[src/sv/pmrc_pkg.sv]
// Shared types and constants of the poll master reply collector.
package pmrc_pkg;

    localparam int FRAME_BYTES = 7;
    localparam int REQ_BYTES   = 5;
    localparam int MAX_RES     = (FRAME_BYTES > REQ_BYTES) ? FRAME_BYTES : REQ_BYTES;

    localparam int CNT_W     = $clog2(FRAME_BYTES + 1);
    localparam int IDX_W     = (FRAME_BYTES > 1) ? $clog2(FRAME_BYTES) : 1;
    localparam int RES_CNT_W = $clog2(MAX_RES + 1);

    localparam logic [7:0] REQ_START  = 8'h02;
    localparam logic [7:0] REQ_ZERO   = 8'h00;
    localparam logic [7:0] REQ_STATUS = 8'h53;

    localparam logic ACT_TICK = 1'b0;
    localparam logic ACT_BYTE = 1'b1;

    localparam logic [2:0] REG_POLL_INTERVAL    = 3'd0;
    localparam logic [2:0] REG_REPLY_TIMEOUT    = 3'd1;
    localparam logic [2:0] REG_GAP_LIMIT        = 3'd2;
    localparam logic [2:0] REG_STATION_ADDRESS  = 3'd3;
    localparam logic [2:0] REG_POLL_COMMAND     = 3'd4;
    localparam logic [2:0] REG_FIRST_POLL_DELAY = 3'd5;

    typedef enum logic [1:0] {
        KIND_REQ     = 2'd0,
        KIND_FRAME   = 2'd1,
        KIND_FLUSH   = 2'd2,
        KIND_TIMEOUT = 2'd3
    } t_kind;

    typedef struct packed {
        t_kind      kind;
        logic [7:0] data;
    } t_res;

endpackage

[src/sv/poll_master_reply_collector_unit.sv]
// Top level of the poll master reply collector: timing, polling, reply collection and output.

// Each accepted beat is worked in the cycle it arrives and may produce a burst of up to
// seven result beats (five request bytes, a full reply frame, or a flush and/or timeout
// report). Results leave one per cycle while i_ready is high, through a shifting output
// register, and one more burst can wait in a pending slot, so input beats are taken every
// cycle until that slot is occupied. A beat that causes results fills the pending slot,
// and its first result appears once the burst has moved from the pending slot into the
// output register. The block therefore takes one input beat per cycle for beats that
// cause no result; after a beat that causes results, input waits until the single output
// port frees and the burst leaves the pending slot. Configuration writes are taken in any
// cycle and are meant for times when no burst is out.
module poll_master_reply_collector_unit (
    input  logic        i_clk,
    input  logic        i_rst_n,
    input  logic        i_cfg_valid,
    output logic        o_cfg_ready,
    input  logic [2:0]  i_cfg_index,
    input  logic [15:0] i_cfg_data,
    input  logic        i_valid,
    output logic        o_ready,
    input  logic        i_action,
    input  logic [7:0]  i_rx_byte,
    input  logic        i_tx_ready,
    output logic        o_valid,
    input  logic        i_ready,
    output logic [1:0]  o_kind,
    output logic [7:0]  o_data,
    output logic        o_last
);

    logic [15:0] r_poll_interval;
    logic [15:0] r_reply_timeout;
    logic [15:0] r_gap_limit;
    logic [7:0]  r_station_address;
    logic [7:0]  r_poll_command;

    logic [31:0] r_clock, n_clock;
    logic        r_waiting, n_waiting;
    logic [31:0] r_next_poll, n_next_poll;
    logic [31:0] r_deadline, n_deadline;
    logic [pmrc_pkg::CNT_W-1:0] r_byte_count, n_byte_count;
    logic [31:0] r_last_byte_time, n_last_byte_time;
    logic [7:0]  r_store [pmrc_pkg::FRAME_BYTES];

    pmrc_pkg::t_res n_res [pmrc_pkg::MAX_RES];
    logic [pmrc_pkg::RES_CNT_W-1:0] n_res_cnt;

    logic           r_pend_valid;
    pmrc_pkg::t_res r_pend [pmrc_pkg::MAX_RES];
    logic [pmrc_pkg::RES_CNT_W-1:0] r_pend_cnt;

    pmrc_pkg::t_res r_emit [pmrc_pkg::MAX_RES];
    logic [pmrc_pkg::RES_CNT_W-1:0] r_emit_cnt;

    logic        in_acc;
    logic        out_acc;
    logic        cfg_acc;
    logic        emit_free;
    logic        flushed;
    logic [31:0] now;

    assign o_cfg_ready = 1'b1;
    assign o_ready     = !r_pend_valid;
    assign in_acc      = i_valid && o_ready;
    assign cfg_acc     = i_cfg_valid && o_cfg_ready;
    assign o_valid     = (r_emit_cnt != '0);
    assign out_acc     = o_valid && i_ready;
    assign o_kind      = r_emit[0].kind;
    assign o_data      = r_emit[0].data;
    assign o_last      = (r_emit_cnt == pmrc_pkg::RES_CNT_W'(1));
    assign emit_free   = (r_emit_cnt == '0) || (o_last && out_acc);
    assign now         = r_clock + 32'd1;

    always_comb begin
        n_clock          = r_clock;
        n_waiting        = r_waiting;
        n_next_poll      = r_next_poll;
        n_deadline       = r_deadline;
        n_byte_count     = r_byte_count;
        n_last_byte_time = r_last_byte_time;
        n_res_cnt        = '0;
        flushed          = 1'b0;
        for (int i = 0; i < pmrc_pkg::MAX_RES; i++) begin
            n_res[i] = '{kind: pmrc_pkg::KIND_REQ, data: 8'd0};
        end
        if (in_acc) begin
            if (i_action == pmrc_pkg::ACT_BYTE) begin
                if (r_byte_count < pmrc_pkg::CNT_W'(pmrc_pkg::FRAME_BYTES)) begin
                    n_byte_count     = r_byte_count + pmrc_pkg::CNT_W'(1);
                    n_last_byte_time = r_clock;
                end
            end else begin
                n_clock = now;
                if (!r_waiting) begin
                    if (now >= r_next_poll) begin
                        if (i_tx_ready) begin
                            n_res[0]   = '{kind: pmrc_pkg::KIND_REQ, data: pmrc_pkg::REQ_START};
                            n_res[1]   = '{kind: pmrc_pkg::KIND_REQ, data: pmrc_pkg::REQ_ZERO};
                            n_res[2]   = '{kind: pmrc_pkg::KIND_REQ, data: r_station_address};
                            n_res[3]   = '{kind: pmrc_pkg::KIND_REQ, data: pmrc_pkg::REQ_STATUS};
                            n_res[4]   = '{kind: pmrc_pkg::KIND_REQ, data: r_poll_command};
                            n_res_cnt  = pmrc_pkg::RES_CNT_W'(pmrc_pkg::REQ_BYTES);
                            n_deadline = now + {16'd0, r_reply_timeout};
                            n_waiting  = 1'b1;
                        end else begin
                            n_next_poll = now + {16'd0, r_poll_interval};
                        end
                    end
                end else begin
                    if ((r_byte_count != '0) &&
                        ((now - r_last_byte_time) > {16'd0, r_gap_limit})) begin
                        n_res[0]         = '{kind: pmrc_pkg::KIND_FLUSH, data: 8'd0};
                        n_res_cnt        = pmrc_pkg::RES_CNT_W'(1);
                        flushed          = 1'b1;
                        n_byte_count     = '0;
                        n_last_byte_time = 32'd0;
                    end
                    if (n_byte_count >= pmrc_pkg::CNT_W'(pmrc_pkg::FRAME_BYTES)) begin
                        for (int i = 0; i < pmrc_pkg::FRAME_BYTES; i++) begin
                            n_res[i] = '{kind: pmrc_pkg::KIND_FRAME, data: r_store[i]};
                        end
                        n_res_cnt        = pmrc_pkg::RES_CNT_W'(pmrc_pkg::FRAME_BYTES);
                        n_byte_count     = '0;
                        n_last_byte_time = 32'd0;
                        n_next_poll      = now + {16'd0, r_poll_interval};
                        n_waiting        = 1'b0;
                    end else if (now >= r_deadline) begin
                        if (flushed) begin
                            n_res[1]  = '{kind: pmrc_pkg::KIND_TIMEOUT, data: 8'd0};
                            n_res_cnt = pmrc_pkg::RES_CNT_W'(2);
                        end else begin
                            n_res[0]  = '{kind: pmrc_pkg::KIND_TIMEOUT, data: 8'd0};
                            n_res_cnt = pmrc_pkg::RES_CNT_W'(1);
                        end
                        n_byte_count     = '0;
                        n_last_byte_time = 32'd0;
                        n_next_poll      = now + {16'd0, r_poll_interval};
                        n_waiting        = 1'b0;
                    end
                end
            end
        end
        if (cfg_acc && (i_cfg_index == pmrc_pkg::REG_FIRST_POLL_DELAY)) begin
            n_next_poll = {16'd0, i_cfg_data};
        end
    end

    always_ff @(posedge i_clk) begin
        if (!i_rst_n) begin
            r_poll_interval    <= 16'd50;
            r_reply_timeout    <= 16'd10;
            r_gap_limit        <= 16'd10;
            r_station_address  <= 8'd1;
            r_poll_command     <= 8'd82;
            r_clock            <= 32'd0;
            r_waiting          <= 1'b0;
            r_next_poll        <= 32'd10;
            r_deadline         <= 32'd0;
            r_byte_count       <= '0;
            r_last_byte_time   <= 32'd0;
        end else begin
            r_clock          <= n_clock;
            r_waiting        <= n_waiting;
            r_next_poll      <= n_next_poll;
            r_deadline       <= n_deadline;
            r_byte_count     <= n_byte_count;
            r_last_byte_time <= n_last_byte_time;
            if (cfg_acc) begin
                case (i_cfg_index)
                    pmrc_pkg::REG_POLL_INTERVAL: begin
                        r_poll_interval <= i_cfg_data;
                    end
                    pmrc_pkg::REG_REPLY_TIMEOUT: begin
                        r_reply_timeout <= i_cfg_data;
                    end
                    pmrc_pkg::REG_GAP_LIMIT: begin
                        r_gap_limit <= i_cfg_data;
                    end
                    pmrc_pkg::REG_STATION_ADDRESS: begin
                        r_station_address <= i_cfg_data[7:0];
                    end
                    pmrc_pkg::REG_POLL_COMMAND: begin
                        r_poll_command <= i_cfg_data[7:0];
                    end
                    default: begin
                    end
                endcase
            end
        end
    end

    always_ff @(posedge i_clk) begin
        if (in_acc && (i_action == pmrc_pkg::ACT_BYTE) &&
            (r_byte_count < pmrc_pkg::CNT_W'(pmrc_pkg::FRAME_BYTES))) begin
            r_store[r_byte_count[pmrc_pkg::IDX_W-1:0]] <= i_rx_byte;
        end
    end

    always_ff @(posedge i_clk) begin
        if (!i_rst_n) begin
            r_pend_valid <= 1'b0;
            r_emit_cnt   <= '0;
        end else begin
            if (emit_free && r_pend_valid) begin
                r_pend_valid <= 1'b0;
                r_emit_cnt   <= r_pend_cnt;
            end else if (out_acc) begin
                r_emit_cnt <= r_emit_cnt - pmrc_pkg::RES_CNT_W'(1);
            end
            if (in_acc && (n_res_cnt != '0)) begin
                r_pend_valid <= 1'b1;
            end
        end
    end

    always_ff @(posedge i_clk) begin
        if (in_acc && (n_res_cnt != '0)) begin
            r_pend_cnt <= n_res_cnt;
            r_pend     <= n_res;
        end
        if (emit_free && r_pend_valid) begin
            r_emit <= r_pend;
        end else if (out_acc) begin
            for (int i = 0; i < pmrc_pkg::MAX_RES - 1; i++) begin
                r_emit[i] <= r_emit[i + 1];
            end
        end
    end

    a_count_bound: assert property (@(posedge i_clk) disable iff (!i_rst_n)
        (r_byte_count <= pmrc_pkg::CNT_W'(pmrc_pkg::FRAME_BYTES))
        && (r_emit_cnt <= pmrc_pkg::RES_CNT_W'(pmrc_pkg::MAX_RES)))
        else $error("Buffer or burst count beyond its size.");

    a_poll_sent: assert property (@(posedge i_clk) disable iff (!i_rst_n)
        (in_acc && (i_action == pmrc_pkg::ACT_TICK) && !r_waiting && i_tx_ready
         && (now >= r_next_poll))
        |=> (r_waiting && r_pend_valid
             && (r_pend_cnt == pmrc_pkg::RES_CNT_W'(pmrc_pkg::REQ_BYTES))))
        else $error("A due poll did not queue a request burst.");

    a_burst_unbroken: assert property (@(posedge i_clk) disable iff (!i_rst_n)
        (out_acc && !o_last) |=> o_valid)
        else $error("A result burst was broken before its last beat.");

    a_pend_moves: assert property (@(posedge i_clk) disable iff (!i_rst_n)
        (r_pend_valid && (r_emit_cnt == '0)) |=> !r_pend_valid || (r_emit_cnt != '0))
        else $error("A pending burst was not moved into the idle output register.");

endmodule

[config.mk]
export PLATFORM = sky130hd
export DESIGN_NAME = poll_master_reply_collector_unit
export DESIGN_NICKNAME = d
export VERILOG_FILES = /design/src/sv/pmrc_pkg.sv /design/src/sv/poll_master_reply_collector_unit.sv
export SDC_FILE = /design/constraint.sdc
export NUM_CORES = 1
export LEC_CHECK = 0
export BUFFER_PORTS_ARGS = -buffer_cell sky130_fd_sc_hd__buf_2
export CORE_MARGIN = 2
export CORE_UTILIZATION = 55
export CTS_CLUSTER_SIZE = 28
export DETAILED_ROUTE_END_ITERATION = 16
export PLACE_DENSITY = 0.79
export REMOVE_ABC_BUFFERS = 1
export SETUP_SLACK_MARGIN = 0.2
export SLEW_MARGIN = 20
export SYNTH_ARGS = -nofsm -noshare
export SYNTH_HDL_FRONTEND = slang
export SYNTH_SLANG_ARGS = --single-unit
export TNS_END_PERCENT = 20
[constraint.sdc]
create_clock -name i_clk -period 24 [get_ports i_clk]
set_input_delay 2.4 -clock i_clk [delete_from_list [all_inputs] [get_ports i_clk]]
set_output_delay 2.4 -clock i_clk [all_outputs]
set_load 0.01 [all_outputs]
==> impl_metrics.json <==
{
  "area_growth_pct": 9.22,
  "drt-total-wl_um": 55400,
  "cp-end-kind": "flip-flop",
  "use_met3_pct": 4.19,
  "die_height_um": 202,
  "internal-power_mw": 1.15,
  "root_buffer": "clkbuf_16",
  "cts_hold_buf": 0,
  "hold_viol_final": 0,
  "wl_per_cell_um": 18.9,
  "gp_congestion": 0.939,
  "grt_pass1_vias": 16828,
  "clk_latency_ns": 0.57,
  "hp-class": "flip-flop to flip-flop",
  "ant_nets": 0,
  "busiest_layer": "met2",
  "cts_setup_buffers": 0,
  "synth_area_mm2": 0.0216,
  "initial_core_util_pct": 55.8,
  "cts_resized": 0,
  "syn_area_per_cell_um2": 9.09,
  "min_from": "r_pend[2]",
  "fin_crit_sh_pct": 33.0,
  "via_count": 17164,
  "firstDrtPassIters": 8,
  "synth_top_area_share_pct": 25.7,
  "critPathMaxStageDelay_ns": 0.51,
  "grt_util_met2_pct": 45.0,
  "setup_ws_ns": 16.07,
  "htree_levels": 2,
  "synthTopCellsByArea": "edfxtp_1 (26%), dfxtp_1 (19%), ha_1 (8.8%)",
  "synth_flop_cell": "dfxtp_1",
  "startpoint_type": "flip-flop",
  "grt_max_degree": 91,
  "status": "complete, no violations",
  "synth_common_cells": "nand2_1 (448), dfxtp_1 (200), edfxtp_1 (185)",
  "setup_tns_ns": 0,
  "ios": 48,
  "min_to": "r_emit[2]",
  "async_flop_share_pct": 0,
  "rr_worst_depth": 31,
  "slowest_stage": "or4_1",
  "grt_usage_pct": 27.1,
  "dpl.hpwl_um": 40100,
  "slew_headroom_pct": 32.1,
  "regToRegSetupSlack_ns": 16.07,
  "yosys_warnings": 0,
  "period_needed_ns": 7.93,
  "path_clk_slew_ns": 0.06,
  "p_comb_share_pct": 9.3,
  "drt_iter0_drc": 1404,
  "clkPwrFrac_pct": 41.4,
  "antenna_cells": 0,
  "synth_edf_count": 185,
  "syn_inst": 2378,
  "worstPathRequired_ns": 24.22,
  "power_frac_seq_pct": 49.3,
  "path_max_fanout": 64,
  "final_cell_area_mm2": 0.0236,
  "power.share.switching_pct": 25.1,
  "layout.nets": 2564,
  "slew_violations": 0,
  "leakage_nw": 9.22,
  "die_area_mm2": 0.0409,
  "synth_most_common_cell": "nand2_1",
  "n_fill_cell": 3224,
  "die_x_um": 202,
  "cts_buffer_depth": 3,
  "port_buffers": 46,
  "path_class": "flip-flop to flip-flop",
  "rr_endpoint": "r_pend[11]",
  "max_freq_ghz": 0.126,
  "antenna_found_initial": 0,
  "vdd_drop_max_mv": 0.0507,
  "dpl.cell_count": 2851,
  "grt_pass1_wl_um": 89000,
  "cts_tree": "yes",
  "grt_setup_unrepaired": "false",
  "powerDensity_mw_per_mm2": 64.7,
  "min_path_cells": 0,
  "place_area_mm2": 0.0223,
  "arrival_ns": 8.15,
  "skew_ns": 0.0184,
  "maxCapViolCount": 0,
  "numCtsBuffers": 40,
  "post_synth_num_cell_types": 73,
  "synth_seq_cells": 385,
  "grt.overflow.total": 0,
  "core_area_mm2": 0.0387,
  "drive_above_1_share_pct": 7.31,
  "avgViaCountPerCell": 5.87,
  "drc_errors": 0,
  "fp-row-count": 72,
  "use_met1_pct": 35.9,
  "yosysTopAreaCell": "edfxtp_1",
  "fin_cells": 2925,
  "clock-sinks": 385,
  "post-place-ws_ns": 16.19,
  "tightest_slew_ns": 1.02,
  "p_switching_mw": 0.383,
  "ys_seq_area_share_pct": 44.2,
  "setup_violations": 0,
  "worstReg2RegStart": "r_clock[0]"
}
==> metrics by stage <==
| step | util, % | power, mW | hold WS [ns] |
|---|---|---|---|
| 3_3_place_gp | 57.4 | 0.900 | 0.400 |
| 3_5_place_dp | 57.4 | 0.909 | 0.405 |
| 4_1_cts | 60.9 | 1.53 | 0.421 |
| 6_report | 61.0 | 1.53 | 0.419 |
| 2_1_floorplan | - | 0.852 | 0.400 |
| 5_1_grt | 61.0 | 1.58 | 0.423 |
==> flip-flops by register name (all words and copies together), names as in the netlist, 8 cells and up <==
register	count
o_data	8
r_gap_limit	16
r_emit	55
r_poll_command	8
r_last_byte_time	32
r_pend	61
r_store	56
r_deadline	32
r_reply_timeout	16
r_poll_interval	16
r_station_address	8
r_clock	32
r_next_poll	32
==> final cells by class <==
type,count,area (um^2),area share (%)
well taps,518,648,2.74
repair buffers,78,477,2.02
flip-flops and latches,385,9560,40.5
inverters,156,586,2.48
multi-input cells,1714,11000,46.6
clock buffers,49,1060,4.51
clock inverters,25,287,1.21
==> cells in the final DEF, fill, tap and decap left out, types with 15 or more instances in the layout <==
master and n:
edfxtp_1 185, clkbuf_16 40, mux2i_1 49, ha_1 152, a21oi_1 94, xor2_1 32
and3_1 18, a31oi_1 19, a21o_1 40, xnor2_1 92, o21ai_0 96, and2_1 69
buf_4 32, nor2b_1 31, nor3_1 47, o21a_1 19, inv_1 153, nand2_1 447
nand4_1 41, a21boi_0 78, nand3_1 103, dfxtp_1 200, a211oi_1 17, nand2b_1 17
buf_2 45, or3_1 16, a22o_1 16, o211ai_1 15, nor2_1 79
==> power by group through the flow <==
stage          Sequential (mW)  Clock (mW)  Combinational (mW)
3_5_place_dp             0.768           0               0.141
2_1_floorplan            0.768           0              0.0845
5_1_grt                  0.757       0.667               0.159
6_report                 0.753       0.633               0.142
4_1_cts                  0.754       0.638               0.143
3_3_place_gp             0.766           0               0.135
==> layer usage <==
metal	share of wire, %	vias up
met5	0	-
met4	3.5	0
met3	6.6	120
met2	47	580
met1	43	8192
li1	-	8272
==> cells by family after synthesis <==
kind of cell | after synthesis | share of synthesized area [%]
buffers and inverters | 279 | 5.19
flip-flops | 385 | 44.2
adder cells (fa/ha/maj) | 155 | 9.07
XOR/XNOR | 124 | 5.02
multiplexers | 49 | 2.27
AND/OR/NAND/NOR | 915 | 19.8
other | 1 | 0.0173
AO/OA/AOI/OAI | 470 | 14.4
==> worst max-delay path by stage <==
stage                     startpoint  slack [ns]         end  cells after the start
final                     r_clock[0]       16.07  r_pend[11]                     31
after global routing      r_clock[0]       15.64  r_pend[57]                     27
after CTS                 r_clock[0]       16.17   r_pend[2]                     31
after detailed placement  r_clock[0]       16.19   r_pend[2]                     31
after floorplan           r_clock[0]       13.23   r_pend[0]                     27
after global placement    r_clock[0]       16.46  r_pend[11]                     30
==> critical path: cells and delay by family, from the launching register on <==
family                   cells  cell delay [ns]
XOR/XNOR                     2             0.29
AND/OR/NAND/NOR             11             2.97
flip-flops                   1             0.49
buffers and inverters        3             0.63
AO/OA/AOI/OAI               11             2.04
adder cells (fa/ha/maj)      4             1.13
No activity file was read; power rests on OpenSTA's default activity.
